### config.mk
export PLATFORM = sky130hd
export DESIGN_NAME = json_string_unescape_top
export DESIGN_NICKNAME = d
export VERILOG_FILES = /design/src/hw/rtl/jsu_pkg.sv /design/src/hw/rtl/jsu_front.sv /design/src/hw/rtl/jsu_queue.sv /design/src/hw/rtl/jsu_back.sv /design/src/hw/rtl/json_string_unescape_top.sv
export SDC_FILE = /design/constraint.sdc
export NUM_CORES = 1
export LEC_CHECK = 0
export BUFFER_PORTS_ARGS = -buffer_cell sky130_fd_sc_hd__buf_4
export CAP_MARGIN = 20
export CORE_ASPECT_RATIO = 2
export CORE_UTILIZATION = 55
export DETAILED_ROUTE_END_ITERATION = 10
export PLACE_DENSITY = 0.76
export SLEW_MARGIN = 10
export SYNTH_ARGS = -nofsm -noshare
export SYNTH_HDL_FRONTEND = slang
export SYNTH_SLANG_ARGS = --single-unit
### constraint.sdc
create_clock -name clk -period 4.41 [get_ports clk]
set_clock_uncertainty 0.15 [all_clocks]
set_input_delay 0.6615 -clock clk [delete_from_list [all_inputs] [get_ports clk]]
set_output_delay 0.6615 -clock clk [all_outputs]
set_load 0.005 [all_outputs]
### src/hw/rtl/jsu_pkg.sv
// jsu_pkg: shared types and codes for the JSON string unescape block.
// Used by jsu_front, jsu_queue, jsu_back and json_string_unescape_top.
package jsu_pkg;

  localparam int CP_W        = 21;
  localparam int HALF_W      = 16;
  localparam int QUEUE_DEPTH = 4;

  localparam logic [1:0] KIND_CHAR  = 2'd0;
  localparam logic [1:0] KIND_CLOSE = 2'd1;
  localparam logic [1:0] KIND_ERR   = 2'd2;

  localparam logic [2:0] ERR_NONE       = 3'd0;
  localparam logic [2:0] ERR_CTRL       = 3'd1;
  localparam logic [2:0] ERR_EOT        = 3'd2;
  localparam logic [2:0] ERR_BAD_ESC    = 3'd3;
  localparam logic [2:0] ERR_BAD_HEX    = 3'd4;
  localparam logic [2:0] ERR_UNTERM_HEX = 3'd5;
  localparam logic [2:0] ERR_MISS_HALF  = 3'd6;
  localparam logic [2:0] ERR_LONE_LOW   = 3'd7;

  // One decoded record: one result, or two when a pair is emitted split.
  typedef struct packed {
    logic              two;
    logic [CP_W-1:0]   ch0;
    logic [HALF_W-1:0] ch1;
    logic [1:0]        kind;
    logic [2:0]        err;
  } rec_t;

endpackage

### src/hw/rtl/jsu_front.sv
// jsu_front: escape decoder state machine, one code point per cycle while accept is high.
// Depends on jsu_pkg; produces rec_t records for jsu_queue.
module jsu_front (
  input  logic                     clk,
  input  logic                     rst_n,
  input  logic                     cfg_we,
  input  logic                     cfg_wdata,
  input  logic                     accept,
  input  logic [jsu_pkg::CP_W-1:0] code_point,
  output logic                     rec_valid,
  output jsu_pkg::rec_t            rec
);
  import jsu_pkg::*;

  localparam logic [3:0] PH_NORMAL = 4'd0;
  localparam logic [3:0] PH_ESC    = 4'd1;
  localparam logic [3:0] PH_HEX0   = 4'd2;
  localparam logic [3:0] PH_HEX1   = 4'd3;
  localparam logic [3:0] PH_HEX2   = 4'd4;
  localparam logic [3:0] PH_HEX3   = 4'd5;
  localparam logic [3:0] PH_BSL    = 4'd6;
  localparam logic [3:0] PH_UCH    = 4'd7;
  localparam logic [3:0] PH_LOW0   = 4'd8;
  localparam logic [3:0] PH_LOW1   = 4'd9;
  localparam logic [3:0] PH_LOW2   = 4'd10;
  localparam logic [3:0] PH_LOW3   = 4'd11;

  localparam logic [CP_W-1:0] C_BSL   = CP_W'(8'h5C);
  localparam logic [CP_W-1:0] C_QUOTE = CP_W'(8'h22);
  localparam logic [CP_W-1:0] C_SLASH = CP_W'(8'h2F);
  localparam logic [CP_W-1:0] C_SPACE = CP_W'(8'h20);
  localparam logic [CP_W-1:0] C_LC_B  = CP_W'(8'h62);
  localparam logic [CP_W-1:0] C_LC_F  = CP_W'(8'h66);
  localparam logic [CP_W-1:0] C_LC_N  = CP_W'(8'h6E);
  localparam logic [CP_W-1:0] C_LC_R  = CP_W'(8'h72);
  localparam logic [CP_W-1:0] C_LC_T  = CP_W'(8'h74);
  localparam logic [CP_W-1:0] C_LC_U  = CP_W'(8'h75);

  localparam logic [HALF_W-1:0] HI_MIN = 16'hD800;
  localparam logic [HALF_W-1:0] HI_MAX = 16'hDBFF;
  localparam logic [HALF_W-1:0] LO_MIN = 16'hDC00;
  localparam logic [HALF_W-1:0] LO_MAX = 16'hDFFF;

  // Bit 4 set: not a hex digit.
  function automatic logic [4:0] hex_val(input logic [CP_W-1:0] c);
    logic [4:0] r;
    r = 5'h10;
    if (c >= CP_W'(8'h30) && c <= CP_W'(8'h39)) r = {1'b0, 4'(c - CP_W'(8'h30))};
    else if (c >= CP_W'(8'h61) && c <= CP_W'(8'h66)) r = {1'b0, 4'(c - CP_W'(8'h57))};
    else if (c >= CP_W'(8'h41) && c <= CP_W'(8'h46)) r = {1'b0, 4'(c - CP_W'(8'h37))};
    return r;
  endfunction

  logic              merge_r;
  logic [3:0]        phase_r, phase_nxt;
  logic [HALF_W-1:0] acc_r, acc_nxt;
  logic [HALF_W-1:0] hi_r, hi_nxt;
  logic [4:0]        hv;
  logic [HALF_W-1:0] acc_sh;
  logic              restart;

  assign hv     = hex_val(code_point);
  assign acc_sh = {acc_r[HALF_W-5:0], hv[3:0]};

  always_comb begin
    phase_nxt = phase_r;
    acc_nxt   = acc_r;
    hi_nxt    = hi_r;
    restart   = 1'b0;
    rec_valid = 1'b0;
    rec       = '0;
    rec.kind  = KIND_CHAR;
    rec.err   = ERR_NONE;
    if (code_point == '0) begin
      restart = 1'b1; rec_valid = 1'b1; rec.kind = KIND_ERR; rec.err = ERR_EOT;
    end else if (code_point < C_SPACE) begin
      restart = 1'b1; rec_valid = 1'b1; rec.kind = KIND_ERR; rec.err = ERR_CTRL;
    end else begin
      unique case (phase_r) inside
        PH_NORMAL: begin
          if (code_point == C_BSL) begin
            phase_nxt = PH_ESC;
          end else if (code_point == C_QUOTE) begin
            restart = 1'b1; rec_valid = 1'b1; rec.kind = KIND_CLOSE;
          end else begin
            rec_valid = 1'b1; rec.ch0 = code_point;
          end
        end
        PH_ESC: begin
          phase_nxt = PH_NORMAL;
          rec_valid = 1'b1;
          if (code_point == C_BSL || code_point == C_QUOTE || code_point == C_SLASH) begin
            rec.ch0 = code_point;
          end else if (code_point == C_LC_B) begin
            rec.ch0 = CP_W'(8'h08);
          end else if (code_point == C_LC_F) begin
            rec.ch0 = CP_W'(8'h0C);
          end else if (code_point == C_LC_N) begin
            rec.ch0 = CP_W'(8'h0A);
          end else if (code_point == C_LC_R) begin
            rec.ch0 = CP_W'(8'h0D);
          end else if (code_point == C_LC_T) begin
            rec.ch0 = CP_W'(8'h09);
          end else if (code_point == C_LC_U) begin
            rec_valid = 1'b0; phase_nxt = PH_HEX0; acc_nxt = '0;
          end else begin
            restart = 1'b1; rec.kind = KIND_ERR; rec.err = ERR_BAD_ESC;
          end
        end
        PH_HEX0, PH_HEX1, PH_HEX2, PH_HEX3: begin
          if (code_point == C_QUOTE) begin
            restart = 1'b1; rec_valid = 1'b1; rec.kind = KIND_ERR;
            rec.err = ERR_UNTERM_HEX;
          end else if (hv[4]) begin
            restart = 1'b1; rec_valid = 1'b1; rec.kind = KIND_ERR; rec.err = ERR_BAD_HEX;
          end else if (phase_r != PH_HEX3) begin
            acc_nxt = acc_sh; phase_nxt = phase_r + 4'd1;
          end else if (acc_sh >= HI_MIN && acc_sh <= HI_MAX) begin
            hi_nxt = acc_sh; acc_nxt = '0; phase_nxt = PH_BSL;
          end else if (acc_sh >= LO_MIN && acc_sh <= LO_MAX) begin
            restart = 1'b1; rec_valid = 1'b1; rec.kind = KIND_ERR; rec.err = ERR_LONE_LOW;
          end else begin
            restart = 1'b1; rec_valid = 1'b1; rec.ch0 = CP_W'(acc_sh);
          end
        end
        PH_BSL: begin
          if (code_point != C_BSL) begin
            restart = 1'b1; rec_valid = 1'b1; rec.kind = KIND_ERR; rec.err = ERR_MISS_HALF;
          end else begin
            phase_nxt = PH_UCH;
          end
        end
        PH_UCH: begin
          if (code_point != C_LC_U) begin
            restart = 1'b1; rec_valid = 1'b1; rec.kind = KIND_ERR; rec.err = ERR_MISS_HALF;
          end else begin
            phase_nxt = PH_LOW0; acc_nxt = '0;
          end
        end
        PH_LOW0, PH_LOW1, PH_LOW2, PH_LOW3: begin
          if (code_point == C_QUOTE) begin
            restart = 1'b1; rec_valid = 1'b1; rec.kind = KIND_ERR; rec.err = ERR_MISS_HALF;
          end else if (hv[4]) begin
            restart = 1'b1; rec_valid = 1'b1; rec.kind = KIND_ERR; rec.err = ERR_BAD_HEX;
          end else if (phase_r != PH_LOW3) begin
            acc_nxt = acc_sh; phase_nxt = phase_r + 4'd1;
          end else if (acc_sh < LO_MIN || acc_sh > LO_MAX) begin
            restart = 1'b1; rec_valid = 1'b1; rec.kind = KIND_ERR; rec.err = ERR_MISS_HALF;
          end else begin
            restart   = 1'b1;
            rec_valid = 1'b1;
            if (merge_r) begin
              // 0x10000 + high ten bits : low ten bits
              rec.ch0 = {1'b0, hi_r[9:0], acc_sh[9:0]} + CP_W'(32'h10000);
            end else begin
              rec.two = 1'b1;
              rec.ch0 = CP_W'(hi_r);
              rec.ch1 = acc_sh;
            end
          end
        end
        default: begin
          restart = 1'b1; rec_valid = 1'b1; rec.ch0 = code_point;
        end
      endcase
    end
    if (restart) begin
      phase_nxt = PH_NORMAL;
      acc_nxt   = '0;
      hi_nxt    = '0;
    end
  end

  always_ff @(posedge clk) begin
    if (!rst_n) begin
      merge_r <= 1'b1;
      phase_r <= PH_NORMAL;
      acc_r   <= '0;
      hi_r    <= '0;
    end else begin
      if (cfg_we) merge_r <= cfg_wdata;
      if (accept) begin
        phase_r <= phase_nxt;
        acc_r   <= acc_nxt;
        hi_r    <= hi_nxt;
      end
    end
  end

endmodule

### src/hw/rtl/jsu_queue.sv
// jsu_queue: small register queue of decoded records between front and back.
// Depends on jsu_pkg for rec_t.
module jsu_queue #(
  parameter int DEPTH = jsu_pkg::QUEUE_DEPTH
) (
  input  logic          clk,
  input  logic          rst_n,
  input  logic          push,
  input  jsu_pkg::rec_t push_rec,
  input  logic          pop,
  output jsu_pkg::rec_t head,
  output logic          empty,
  output logic          full
);
  import jsu_pkg::*;

  localparam int PW = (DEPTH > 1) ? $clog2(DEPTH) : 1;
  localparam int CW = $clog2(DEPTH + 1);

  rec_t          mem_r [DEPTH];
  logic [PW-1:0] wr_r, rd_r;
  logic [CW-1:0] cnt_r;

  function automatic logic [PW-1:0] wrap_inc(input logic [PW-1:0] p);
    return (p == PW'(DEPTH - 1)) ? '0 : p + PW'(1);
  endfunction

  assign head  = mem_r[rd_r];
  assign empty = (cnt_r == '0);
  assign full  = (cnt_r == CW'(DEPTH));

  always_ff @(posedge clk) begin
    if (push) mem_r[wr_r] <= push_rec;
  end

  always_ff @(posedge clk) begin
    if (!rst_n) begin
      wr_r  <= '0;
      rd_r  <= '0;
      cnt_r <= '0;
    end else begin
      if (push) wr_r <= wrap_inc(wr_r);
      if (pop)  rd_r <= wrap_inc(rd_r);
      if (push && !pop)      cnt_r <= cnt_r + CW'(1);
      else if (!push && pop) cnt_r <= cnt_r - CW'(1);
    end
  end

endmodule

### src/hw/rtl/jsu_back.sv
// jsu_back: expands queued records into results and holds the output register.
// Depends on jsu_pkg; reads the head of jsu_queue.
module jsu_back (
  input  logic                     clk,
  input  logic                     rst_n,
  input  jsu_pkg::rec_t            head,
  input  logic                     q_empty,
  output logic                     q_pop,
  input  logic                     out_pop,
  output logic                     out_empty,
  output logic [jsu_pkg::CP_W-1:0] out_char_out,
  output logic [1:0]               out_kind,
  output logic [2:0]               out_error_code,
  output logic                     out_last
);
  import jsu_pkg::*;

  logic            valid_r;
  logic            idx_r, idx_nxt;
  logic            load;
  logic [CP_W-1:0] ch_r, ch_nxt;
  logic [1:0]      kind_r;
  logic [2:0]      err_r;
  logic            last_r, last_nxt;

  assign load = !q_empty && (!valid_r || out_pop);

  always_comb begin
    idx_nxt  = idx_r;
    q_pop    = 1'b0;
    ch_nxt   = head.ch0;
    last_nxt = 1'b1;
    if (load) begin
      if (idx_r) begin
        ch_nxt  = CP_W'(head.ch1);
        idx_nxt = 1'b0;
        q_pop   = 1'b1;
      end else if (head.two) begin
        last_nxt = 1'b0;
        idx_nxt  = 1'b1;
      end else begin
        q_pop = 1'b1;
      end
    end
  end

  always_ff @(posedge clk) begin
    if (!rst_n) begin
      valid_r <= 1'b0;
      idx_r   <= 1'b0;
    end else begin
      idx_r <= idx_nxt;
      if (load)         valid_r <= 1'b1;
      else if (out_pop) valid_r <= 1'b0;
    end
  end

  always_ff @(posedge clk) begin
    if (load) begin
      ch_r   <= ch_nxt;
      kind_r <= head.kind;
      err_r  <= head.err;
      last_r <= last_nxt;
    end
  end

  assign out_empty      = !valid_r;
  assign out_char_out   = ch_r;
  assign out_kind       = kind_r;
  assign out_error_code = err_r;
  assign out_last       = last_r;

endmodule

### src/hw/rtl/json_string_unescape_top.sv
// json_string_unescape_top: streaming decoder for the body of a JSON string.
// Depends on jsu_pkg, jsu_front, jsu_queue and jsu_back.
//
// Usage:
//   Input is a queue write port: present one code point on in_code_point and
//   raise in_push; the transfer happens at a clock edge where in_full is low.
//   Results are a queue read port: while out_empty is low the oldest result
//   sits on out_char_out / out_kind / out_error_code / out_last; raise
//   out_pop to transfer it.
//   cfg_we/cfg_wdata write merge_surrogates (reset 1); write it only idle.
// Timing:
//   One code point per cycle while in_full is low. A result is registered
//   first in the record queue at its input transfer edge, then in the output
//   register. A split surrogate pair gives two results; the record queue
//   between decoder and output stage absorbs that.
// Stall:
//   When out_pop stays low the output register holds, the record queue fills
//   up to QUEUE_DEPTH records and then in_full rises until results drain.
// Reset:
//   rst_n low (synchronous) empties the queue and output, returns the decoder
//   to the normal character phase and sets merge_surrogates to 1.
module json_string_unescape_top #(
  parameter int QUEUE_DEPTH = jsu_pkg::QUEUE_DEPTH
) (
  input  logic                     clk,
  input  logic                     rst_n,
  input  logic                     in_push,
  output logic                     in_full,
  input  logic [jsu_pkg::CP_W-1:0] in_code_point,
  output logic                     out_empty,
  input  logic                     out_pop,
  output logic [jsu_pkg::CP_W-1:0] out_char_out,
  output logic [1:0]               out_kind,
  output logic [2:0]               out_error_code,
  output logic                     out_last,
  input  logic                     cfg_we,
  input  logic                     cfg_wdata
);
  import jsu_pkg::*;

  logic accept;
  logic rec_valid;
  rec_t rec;
  rec_t head;
  logic q_empty;
  logic q_pop;

  // Take an item only when the record queue has room for its result.
  assign accept = in_push && !in_full;

  jsu_front u_front (
    .clk        (clk),
    .rst_n      (rst_n),
    .cfg_we     (cfg_we),
    .cfg_wdata  (cfg_wdata),
    .accept     (accept),
    .code_point (in_code_point),
    .rec_valid  (rec_valid),
    .rec        (rec)
  );

  // Push only items that produce results; escape prefixes and hex digits drop.
  jsu_queue #(.DEPTH(QUEUE_DEPTH)) u_queue (
    .clk      (clk),
    .rst_n    (rst_n),
    .push     (accept && rec_valid),
    .push_rec (rec),
    .pop      (q_pop),
    .head     (head),
    .empty    (q_empty),
    .full     (in_full)
  );

  jsu_back u_back (
    .clk            (clk),
    .rst_n          (rst_n),
    .head           (head),
    .q_empty        (q_empty),
    .q_pop          (q_pop),
    .out_pop        (out_pop),
    .out_empty      (out_empty),
    .out_char_out   (out_char_out),
    .out_kind       (out_kind),
    .out_error_code (out_error_code),
    .out_last       (out_last)
  );

  // Only character results carry a code point.
  a_char_zero: assert property (@(posedge clk) disable iff (!rst_n)
    (!out_empty && out_kind != KIND_CHAR) |-> out_char_out == '0)
    else $error("non-character result carries a code point");

  // An error code is present exactly on error results.
  a_err_kind: assert property (@(posedge clk) disable iff (!rst_n)
    !out_empty |-> ((out_kind == KIND_ERR) == (out_error_code != ERR_NONE)))
    else $error("error code and kind disagree");

  // The first half of a split pair is a character and is followed by its partner.
  a_first_half: assert property (@(posedge clk) disable iff (!rst_n)
    (!out_empty && !out_last) |-> out_kind == KIND_CHAR)
    else $error("non-final result is not a character");

  a_pair_follow: assert property (@(posedge clk) disable iff (!rst_n)
    (!out_empty && !out_last && out_pop) |=> (!out_empty && out_last))
    else $error("second half of a pair did not follow");

endmodule
**Word level (Yosys, flattened, before mapping)**

Memories as Yosys holds them, arrays and structs flattened. A register that Yosys moved wholly into a read port is not among the register bits.
Index checks and enable logic that the tools add are counted.

- Reductions and logical operators: 34
- $lt $le $gt $ge: 13
- Eq/ne operators: 48
- $add $sub $neg: 9
- Muxes and demuxes: 146

Operators by type and width:

| cell | number |
|---|---|
| 21-bit two-way mux | 12 |
| 12-bit two-way mux | 18 |
| 16-bit two-way mux | 12 |
| 38-bit two-way mux | 5 |
| 21-bit by 7-bit == test with 1-bit output (second input constant) | 7 |
| 5-bit two-way mux | 22 |
| 21-bit case mux with 5 select lines | 1 |
| 4-bit two-way mux | 20 |
| 12-bit case mux with 4 select lines | 1 |
| 43-bit two-way mux | 1 |
| 21-bit by 6-bit == test with 1-bit output (second input constant) | 2 |
| 21-bit by 7-bit >= comparator with 1-bit output (second input constant) | 2 |
| 21-bit by 7-bit less-or-equal comparator with 1-bit output (second input constant) | 2 |
| 1-bit two-way mux | 42 |
| 21-bit by 7-bit inequality test with 1-bit output (second input constant) | 2 |
| 3-bit by 2-bit inequality test with 1-bit output (second input constant) | 12 |
| 16-bit >= comparator (second input constant) | 2 |
| 16-bit less-or-equal comparator (second input constant) | 2 |
| 4-bit case mux with 6 select lines | 1 |
| 20-bit by 17-bit adder with 21-bit output (second input constant) | 1 |
| 21-bit by 6-bit >= comparator with 1-bit output (second input constant) | 1 |
| 21-bit by 6-bit less-or-equal comparator with 1-bit output (second input constant) | 1 |
| 21-bit logical NOT | 1 |
| 21-bit by 6-bit < comparator with 1-bit output (second input constant) | 1 |
| 39 further kinds | 79 |

- Flip-flop bits (word level): 69
- Output and inout bits: 29
- Word-level logic and storage cells: 265
- Bits in writable memories: 172
- Memories kept: 1

Memory list:

| name | words | bits a word | read ports | clocked after memory_dff | write ports | line | text |
|---|---|---|---|---|---|---|---|
| u_queue.mem_r | 4 | 43 | 1 | 1 | 1 | jsu_queue.sv:20 | `rec_t mem_r [DEPTH];` |

**Logic depth before layout (Yosys ltp)**

Gate-level depths: netlist of run 1.

- Word-level depth: 19
- Gate-level depth with buffers: 15

**Hierarchy**

From an unflattened synthesis of run 1, not the netlist that was laid out.

- Cell total of the unflattened synthesis: 720
- Area total of the unflattened synthesis: 10,801.6 um^2

Modules (own cells, without submodules):

| module | cells each | area an instance (um^2) | times used |
|---|---|---|---|
| jsu_queue | 269 | 6,717.7 | 1 |
| jsu_front | 386 | 2,920.3 | 1 |
| jsu_back | 63 | 1,148.6 | 1 |
| json_string_unescape_top | 2 | 15.0 | 1 |

**Least setup slack after synthesis of run 1**

No wires, ideal clock.

- Kind: input-to-reg
- Start point: input out_pop
- End point: register u_queue.cnt_r[2]
- Arrival time: 4.310 ns
- Stages: 10
- Setup slack: -0.124 ns
- Path through: nand2b_1 > a21boi_0 > and2_1 > inv_1 > ha_1 > inv_1 > fa_1 > xor2_1 > or3_1 > a21oi_1

- Cells in the longest elaborated chain, start to end: 6

Ends and longest elaborated chain:

| item | line | text |
|---|---|---|
| start, declared | json_string_unescape_top.sv:31 | `input logic out_pop,` |
| 1-bit logical OR (*) | jsu_back.sv:26 | `assign load = !q_empty && (!valid_r \|\| out_pop);` |
| 1-bit logical AND (*) | jsu_back.sv:26 |  |
| named net u_back.load | jsu_back.sv:20 | `logic load;` |
| 1-bit two-way mux (*) | jsu_back.sv:33 | `if (load) begin` |
| 1-bit logical NOT | jsu_queue.sv:44 | `if (push && !pop) cnt_r <= cnt_r + CW'(1);` |
| 1-bit logical AND | jsu_queue.sv:44 |  |
| 3-bit two-way mux / 2-bit nonzero test (equally long branches) | -- |  |
| end signal, assigned | jsu_queue.sv:44 |  |
| end signal, assigned | jsu_queue.sv:45 | `else if (!push && pop) cnt_r <= cnt_r - CW'(1);` |
| end, declared | jsu_queue.sv:22 | `logic [CW-1:0] cnt_r;` |

Mark *: on every way through the listed nets, which the timed path passes. The rest lies on a longest branch.
A chain may end at the register's enable or synchronous reset.

**Worst setup path after layout of run 1**

- Start point: input in_code_point[8] (netlist bit)
- End point: register u_queue.cnt_r[2]

- Cells in the longest elaborated chain, start to end: 18

Ends and longest elaborated chain:

| item | line | text |
|---|---|---|
| start, declared | json_string_unescape_top.sv:29 | `input logic [jsu_pkg::CP_W-1:0] in_code_point,` |
| 21-bit by 7-bit >= comparator with 1-bit output / 21-bit by 7-bit less-or-equal comparator with 1-bit output (equally long branches) | jsu_front.sv:50 | `else if (c >= CP_W'(8'h41) && c <= CP_W'(8'h46)) r = {1'b0, 4'(c - CP_W'(8'h37))};` |
| 1-bit logical AND | jsu_front.sv:50 |  |
| 5-bit two-way mux | jsu_front.sv:50 |  |
| 5-bit two-way mux | jsu_front.sv:49 | `else if (c >= CP_W'(8'h61) && c <= CP_W'(8'h66)) r = {1'b0, 4'(c - CP_W'(8'h57))};` |
| 5-bit two-way mux | jsu_front.sv:48 | `if (c >= CP_W'(8'h30) && c <= CP_W'(8'h39)) r = {1'b0, 4'(c - CP_W'(8'h30))};` |
| 16-bit >= comparator / 16-bit less-or-equal comparator (equally long branches) | jsu_front.sv:118 | `end else if (acc_sh >= HI_MIN && acc_sh <= HI_MAX) begin` |
| 1-bit logical AND | jsu_front.sv:118 |  |
| 1-bit two-way mux | jsu_front.sv:118 |  |
| [3 not listed] | -- |  |
| 1-bit case mux with 6 select lines | jsu_front.sv:79 | `unique case (phase_r) inside` |
| 1-bit two-way mux | jsu_front.sv:76 | `end else if (code_point < C_SPACE) begin` |
| 1-bit two-way mux (*) | jsu_front.sv:74 | `if (code_point == '0) begin` |
| 1-bit logical AND (*) | json_string_unescape_top.sv:66 | `.push (accept && rec_valid),` |
| named net u_queue.push | jsu_queue.sv:8 | `input logic push,` |
| 1-bit logical NOT | jsu_queue.sv:45 |  |
| 1-bit logical AND | jsu_queue.sv:45 |  |
| 2-bit nonzero test (no source line) | -- |  |

Marked as above.

==> metrics.md, run 1 <==
| Metric | Value |
|---|---|
| Outcome | complete, no violations |
| Cell Area, Placed | 11,600 um^2 |
| Post-Syn Instances | 745 |
| WP data required | 4.67 ns |
| Crit path DAT | 3.95 ns |
| CTS tree | yes |
| Largest net degree at the start of global routing | 44 |
| Post-synth EDFFs | 199 |
| CP max stage delay | 0.61 ns |
| Yosys top cell by area | edfxtp_1 |
| Cell with the most instances after synthesis | edfxtp_1 |
| Worst-skew pair later-pin latency | 0.50 ns |
| WS Path Type | in2reg |
| Pre-CTS worst setup slack | 0.258 ns |
| Top post-synthesis cells by area | edfxtp_1 (55%), mux4_2 (9.0%), dfxtp_1 (8.2%) |
| Peak Freq | 271 MHz |
| Final setup vio count | 0 |
| Gpl congestion | 0.976 |
| Io pins | 56 |
| Total grt overflow | 0 |
| Period utilization | 0.837 |
| Number of H-tree levels | 1 |
| Slowest-stage cell, CP | nor4_1 |
| Post-route setup slack | 0.719 ns |
| Power per cell area | 506 nW/um^2 |
| #FFs+latches synth | 243 |
| M3 GR Usage | 0.0310 |
| Clock sink total | 243 |
| Total routed wirelength | 25,600 um |
| Register area share after synthesis | 0.637 |
| ANT cells | 0 |
| YS warnings | 0 |
| Overall routing resource usage | 0.262 |
| Initial core utilization | 0.559 |
| Drt wl/cell | 23.5 um |
| Syn_area_per_cell | 14.5 um^2 |
| Hold Path Class | in2reg |
| Post-synth cell types | 79 |
| Setup tns final | 0 ns |
| Initial DRC Count | 425 |
| Post_cts resized | 0 |
| Top Usage Layer GRT | met2 |
| R2R depth | 13 |
| Row cnt | 72 |
| Max Fanout on Critical Path | 6 |
| Top cell type's share of synthesized area | 0.555 |
| DIE WIDTH | 101 um |
| Height of the die | 200 um |
| DRC | 0 |
| Final Cell Area | 12,300 um^2 |
| First-pass GRT wire length | 38,900 um |
| Post-layout nets | 862 |
| Die area | 20,200 um^2 |
| Design Power | 6.20 mW |
| Final hold slack | 0.251 ns |
| Slew Viols, Final | 0 |
| Initial antenna violation count | 0 |
| Asr flop ratio synth | 0 |
| Leakage | 4.27 nW |
| Max Cap Viol | 0 |
| RSZ-0062 raised after global routing | false |
| DR pass1 iterations | 5 |
| Slew at the pin closest to its max-slew limit | 0.957 ns |
| Syn-to-layout area delta | 13.8% |
| Final hold vios | 0 |
| Crit-path cells | buf_4, nor4_1, nand4_1, o211a_1, nand3b_1, nor2_1, a21oi_1, ha_1, inv_1, fa_1, xor2_1, or3_1, a21oi_1 |
| CORE AREA | 19,300 um^2 |
| Post-CTS Setup Bufs | 0 |
| Hold_buf cts | 0 |
| WHS Path Cells | 3 |
| Post-synth top cells | edfxtp_1 (199), nand2_1 (87), dfxtp_1 (44) |
| Worst-path clk slew | 0.07 ns |
| Final HPWL DP | 18,000 um |
| Via density | 6.19 |
| CTS Root Cell | clkbuf_16 |
| Total vias in the final route | 6,764 |
| Worst vdd ir | 0.000254 V |
| Max-slew headroom | 0.355 |
| Buffer depth of the longest clock path | 3 |
| Met1 Resource Use GR | 0.287 |
| Top FF cell, synth | edfxtp_1 |
| Share of cells above drive strength 1 | 0.240 |
| Cell Area, Synth | 10,800 um^2 |
| CP endpoint kind | register |
| Port bufs | 55 |
| Startpoint Class | input pin |
| Final Critical Period | 3.69 ns |
| Global-route met2 utilization | 0.489 |
| Antenna-violating nets left | 0 |
| Vias in the first global route | 6,944 |
| Cts bufs inserted | 20 |
| Most frequent CP cell | a21oi_1 |
==> final cells by class <==
| cell class | count | area, um^2 |
|---|---|---|
| clock inverters | 9 | 56.3 |
| flip-flops and latches | 243 | 6860 |
| inverters | 20 | 75.1 |
| repair buffers | 84 | 631 |
| fillers | 1468 | 7030 |
| clock buffers | 27 | 589 |
| multi-input cells | 450 | 3720 |
| well taps | 259 | 324 |
==> state kept, by name, indices dropped and copies added (netlist names), named ones only <==
| signal | flops |
|---|---|
| u_back.idx_r | 1 |
| u_queue.rd_r | 2 |
| u_front.hi_r | 16 |
| u_queue.mem_r | 172 |
| u_back.out_kind | 2 |
| u_back.out_char_out | 21 |
| u_front.merge_r | 1 |
| u_queue.cnt_r | 3 |
| u_back.valid_r | 1 |
| u_back.out_error_code | 3 |
| u_front.phase_r | 4 |
| u_front.acc_r | 12 |
| u_back.out_last | 1 |
| u_queue.wr_r | 2 |
==> cells in the final DEF (no fill, tap or decap), types with 4 or more instances in the layout <==
cell type	Yosys	layout
edfxtp_1	199	199
nand2_1	87	87
buf_4	0	84
mux4_2	43	43
dfxtp_1	44	42
nor2_1	32	32
o21ai_0	26	26
mux2i_1	26	26
and2_1	26	22
clkbuf_16	0	22
mux2_2	19	19
inv_1	18	18
nand3_1	15	15
ha_1	15	15
nor2b_1	12	12
a21oi_1	10	10
a22o_1	10	10
nor3_1	7	7
nor4_1	7	7
nand4_1	6	6
a211oi_1	6	6
nand2b_1	5	5
a31oi_1	5	5
o211ai_1	5	5
clkinv_2	0	5
nor3b_1	4	4
a22oi_1	4	4
or3_1	4	4
and2_2	0	4
a21o_1	4	4
conb_1	1	4
==> routing by layer <==
layer / wire length, um / up-vias
met1: 9150 / 3419
met5: 0 / -
met4: 1330 / 0
met2: 14100 / 254
met3: 1020 / 74
li1: - / 3017
==> stage by stage <==
step,utilization,instances
after floorplan,-,748
after global placement,0.602,1056
after detailed placement,0.602,1056
after CTS,0.636,1092
after global routing,0.636,1092
final,0.636,1092
==> cells by family after synthesis <==
logic type | count (synthesis) | share of synthesized area
compound gates | 108 | 0.0725
mux | 88 | 0.134
simple gates | 229 | 0.112
other cells | 1 | 0.000348
flops | 243 | 0.637
buf+inv | 55 | 0.0206
xor+xnor | 5 | 0.00407
fa+ha+maj | 16 | 0.0193
==> report_power, final <==
| group | total [mW] | switching, mW | internal, mW |
|---|---|---|---|
| Combinational | 1.46 | 0.723 | 0.741 |
| Clock | 1.72 | 0.774 | 0.947 |
| Sequential | 3.02 | 0.106 | 2.91 |
| Total | 6.20 | 1.60 | 4.60 |
==> worst paths after layout <==
check                                                     start                       endpoint  slack [ns]
worst max-delay path                           in_code_point[8]  u_queue.cnt_r[2]$_SDFFE_PN0P_        0.72
worst min-delay path                                  cfg_wdata   u_front.merge_r$_SDFFE_PN1P_        0.25
worst max register to register  u_front.phase_r[1]$_SDFFE_PN0P_  u_queue.cnt_r[2]$_SDFFE_PN0P_        0.77
worst min register to register    u_front.hi_r[11]$_SDFFE_PN0P_  u_front.hi_r[11]$_SDFFE_PN0P_        0.31
==> worst max-delay path: cells and delay by family <==
kind	cells	cell delay, ns
buffers and inverters	2	0.21
adder cells (fa/ha/maj)	2	0.67
AND/OR/NAND/NOR	5	1.57
XOR/XNOR	1	0.18
AO/OA/AOI/OAI	3	0.66
Power figures use the tool's default switching activity.
==> run 2: changes to the inputs <==
Settings changed: ABC_AREA set to 1, CORE_UTILIZATION 55 to 56, PLACE_DENSITY 0.76 to 0.77.
Clock period 4.41 ns to 3.2 ns, I/O delays scaled along.
==> run 2 against run 1 <==
Critical path depth increased by 7. Via count rose by 44%. Largest cell class unchanged. Non-clock buffer count rose by 111. Sequential power grew 67%. Wire length up 30%. Flip-flop and latch count unchanged. Utilization rose by 5.6 points. Clock-buffer cell count shrank 2. Worst setup slack got worse by 0.47 ns. Global-route usage rose by 5.7 points. Critical path type unchanged. Register-to-register slack lost 0.50 ns.
==> metrics.md, run 2 <==
| Metric | Value |
|---|---|
| Outcome | complete, no violations |
| Period utilization | 0.923 |
| Slowest-stage cell, CP | o21ai_0 |
| Worst setup path endpoint | u_queue.mem_r[2][24]$_DFFE_PP_ |
| Slew Viols, Final | 0 (unchanged) |
| Leakage | 5.67 nW (+33%) |
| DR pass1 iterations | 5 (unchanged) |
| R2R Setup Slk | 0.27 ns (-0.50 ns) |
| Peak Freq | 339 MHz |
| Largest register FFs | 172 (unchanged) |
| Via density | 5.77 (-6.8%) |
| CTS Root Cell | clkbuf_16 |
| Vias in the first global route | 9,858 (+42%) |
| Adder-Cell Fraction of Synth Area | 0.0179 (-0.00142) |
| Row cnt | 74 (+2.8%) |
| NetSw | 4.45 mW (+180%) |
| Most frequent cells in the layout | nor2_1 (253), edfxtp_1 (199), buf_4 (185), nand2_1 (172), o21ai_0 (135) |
| Power per cell area | 866 nW/um^2 (+71%) |
| Most flops, register | u_queue.mem_r |
| Clock power share | 0.215 (-0.063) |
| Final Critical Period | 2.95 ns |
| CORE AREA | 20,400 um^2 (+5.7%) |
| Compound-Gate Fraction of Synth Area | 0.116 (+0.0437) |
| Io pins | 56 (unchanged) |
| Drt wl/cell | 19.7 um (-16%) |
| Cell with the most instances after synthesis | nor2_1 |
| Max-slew headroom | 0.424 (+0.0682) |
| Syn_area_per_cell | 9.36 um^2 (-35%) |
| Overall routing resource usage | 0.319 (+0.0570) |
| Startpoint Class | input pin |
| Worst setup path startpoint | in_code_point[13] |
| Share of cells above drive strength 1 | 0.199 (-0.0408) |
| Worst vdd ir | 0.000546 V (+110%) |
| Post-synthesis mux area share | 0.00258 (-0.131) |
| Non-Filler Instances | 1,691 (+55%) |
| Top FF cell, synth | edfxtp_1 |
| Asr flop ratio synth | 0 (unchanged) |
| Port bufs | 55 (unchanged) |
| Reg2reg start | u_front.phase_r[0]$_SDFFE_PN0P_ |
| Placed cells | 1,651 (+56%) |
| Post-Syn Instances | 1,242 (+67%) |
| Top cell type's share of synthesized area | 0.514 (-0.0409) |
| Clock sink total | 243 (unchanged) |
| WS Path Type | in2reg |
| Final core utilization | 0.691 (+0.0558) |
| Largest net degree at the start of global routing | 85 (+93%) |
| Initial antenna violation count | 0 (unchanged) |
| Commonest non-fill, non-tap cell in the layout | nor2_1 |
| Gpl congestion | 1.03 (+5.4%) |
| Design Power | 12.2 mW (+97%) |
| Slew at the pin closest to its max-slew limit | 0.865 ns (-0.0923 ns) |
| Crit path DAT | 3.11 ns (-0.84 ns) |
| Initial core utilization | 0.571 (+0.0122) |
| Final hold vios | 0 (unchanged) |
| Post-layout nets | 1,452 (+68%) |
| Number of H-tree levels | 1 (unchanged) |
| Top post-synthesis cells by area | edfxtp_1 (51%), nor2_1 (8.3%), dfxtp_1 (7.6%) |
| Total routed wirelength | 33,300 um (+30%) |
| Register share of total power | 0.413 (-0.074) |
| Cts bufs inserted | 22 (+10%) |
| Total vias in the final route | 9,760 (+44%) |
| Largest family of logic cells by synthesized area | simple AND/OR/NAND/NOR gates |
| Post-synth top cells | nor2_1 (258), edfxtp_1 (199), nand2_1 (172) |
| Largest delay share family, worst path | simple AND/OR/NAND/NOR gates |
| Initial DRC Count | 754 (+77%) |
| Crit Reg-Reg Endpoint | u_queue.cnt_r[1]$_SDFFE_PN0P_ |
| Hold Path Class | in2reg |
| Cell Area, Synth | 11,600 um^2 (+8.0%) |
| Max Cap Viol | 0 (unchanged) |
| Die area | 21,400 um^2 (+5.9%) |
| Worst-skew pair later-pin latency | 0.52 ns (+0.02 ns) |
| Final HPWL DP | 23,600 um (+31%) |
| Internal Power | 7.74 mW (+68%) |
| Yosys top cell by area | edfxtp_1 |
| XOR/XNOR Fraction of Synth Area | 0.00527 (+0.00121) |
| Worst-path clk slew | 0.06 ns (about the same) |
| CP endpoint kind | register |
| Stages on worst setup path | 20 (+7) |
| ANT cells | 0 (unchanged) |
| Max Fanout on Critical Path | 5 (-1) |
| Comb power frac | 0.372 (+0.136) |
| Post-synth cell types | 42 (-47%) |
| DIE WIDTH | 104 um (+2.9%) |
| CP max stage delay | 0.27 ns (-0.34 ns) |
| Setup tns final | 0 ns (unchanged) |
| Final setup vio count | 0 (unchanged) |
| Syn-to-layout area delta | 21.1% |
| Hold_buf cts | 0 (unchanged) |
| Register area share after synthesis | 0.590 (-0.0469) |
| RSZ-0062 raised after global routing | false |
| Post-CTS Setup Bufs | 0 (unchanged) |
| DRC | 0 (unchanged) |
| Height of the die | 206 um (+2.9%) |
| Crit path buf inv count | 6 (+4) |
| YS warnings | 0 (unchanged) |
| Hold path startpoint | cfg_we |
| CTS tree | yes |
| Buffer depth of the longest clock path | 3 (unchanged) |
| Antenna-violating nets left | 0 (unchanged) |
| Switch share | 0.365 (+0.107) |
| Crit-path cells | buf_4, nor2_1, buf_4, nand2_1, nor2_4, buf_4, inv_2, nor2_4, buf_4, nand2_1, nand2_1, o21ai_0, buf_4, nand3_1, nand2_1, nand2_1, o21ai_0, o21ai_0, o21ai_0, nor2_1 |
| Total grt overflow | 0 (unchanged) |
| First-pass GRT wire length | 51,600 um (+33%) |
| #FFs+latches synth | 243 (unchanged) |
| R2R depth | 17 (+4) |
| Post-synth EDFFs | 199 (unchanged) |
| Synth Area in Simple Gates | 0.213 (+0.101) |
| WP data required | 3.36 ns (-1.31 ns) |
## run 2: cell types whose count changed after synthesis, moves of 22 or more
cell / before / now
nor2_1: 32 / 258
o21ai_0: 26 / 135
nand2_1: 87 / 172
inv_1: 18 / 91
nand3_1: 15 / 78
mux4_2: 43 / 0
a21oi_1: 10 / 42
and2_1: 26 / 0
mux2i_1: 26 / 3
o22ai_1: 2 / 24
## run 2: power groups by stage
| stage | sequential (mW) | combinational (mW) | clock [mW] |
|---|---|---|---|
| 3_5_place_dp | 5.08 | 4.48 | 0 |
| 4_1_cts | 5.02 | 4.52 | 2.64 |
| 6_report | 5.04 | 4.54 | 2.62 |
| 5_1_grt | 5.10 | 4.97 | 2.76 |
| 2_1_floorplan | 4.98 | 2.60 | 0 |
| 3_3_place_gp | 5.05 | 4.35 | 0 |
## run 2: timing repair
action,CTS,global route
endpoints found under the setup margin,0,1
resized for setup,0,1
hold endpoints to repair,0,0
## run 2: worst min-delay path by stage
stage,cells after the start,slack [ns],endpoint
after floorplan,2,0.27,u_front.hi_r[10]$_SDFFE_PN0P_
after global placement,2,0.28,u_front.hi_r[10]$_SDFFE_PN0P_
after detailed placement,2,0.29,u_front.hi_r[13]$_SDFFE_PN0P_
after CTS,2,0.005,u_front.merge_r$_SDFFE_PN1P_
after global routing,2,0.01,u_front.merge_r$_SDFFE_PN1P_
final,2,0.01,u_front.merge_r$_SDFFE_PN1P_
## run 2: metrics by stage
stage	instance area [um^2]	hold slack, ns	worst slack, ns
finish	14100	0.0146	0.248
global route	14100	0.0144	0.0233
CTS	14100	0.00538	0.250
detailed placement	13400	0.294	-0.184
global placement	13400	0.281	-0.169
floorplan	11600	0.271	-0.267
## run 2: cell type report
class / count / area, um^2
Clock buffer: 25 / 562
Clock inverter: 15 / 160
Fill cell: 1570 / 6290
Inverter: 104 / 390
Multi-Input combinational cell: 843 / 4190
Sequential cell: 243 / 6860
Tap cell: 266 / 333
Timing Repair Buffer: 195 / 1590
## run 2: kinds of logic after synthesis
kind of cell	after synthesis
AOI/OAI and AO/OA	243
xor gates and xnor gates	7
adders and majority gates	16
buffers and inverters	159
DFF	243
muxes	3
other	1
and+or+nand+nor	570
## run 2: per-layer routing
layer / track usage / routed length [um] / vias to the layer above
li1: - / - / 4594
met3: 0.0352 / 1770 / 136
met2: 0.594 / 17900 / 411
met5: 0 / 0 / -
met4: 0.265 / 2680 / 0
met1: 0.315 / 10900 / 4619
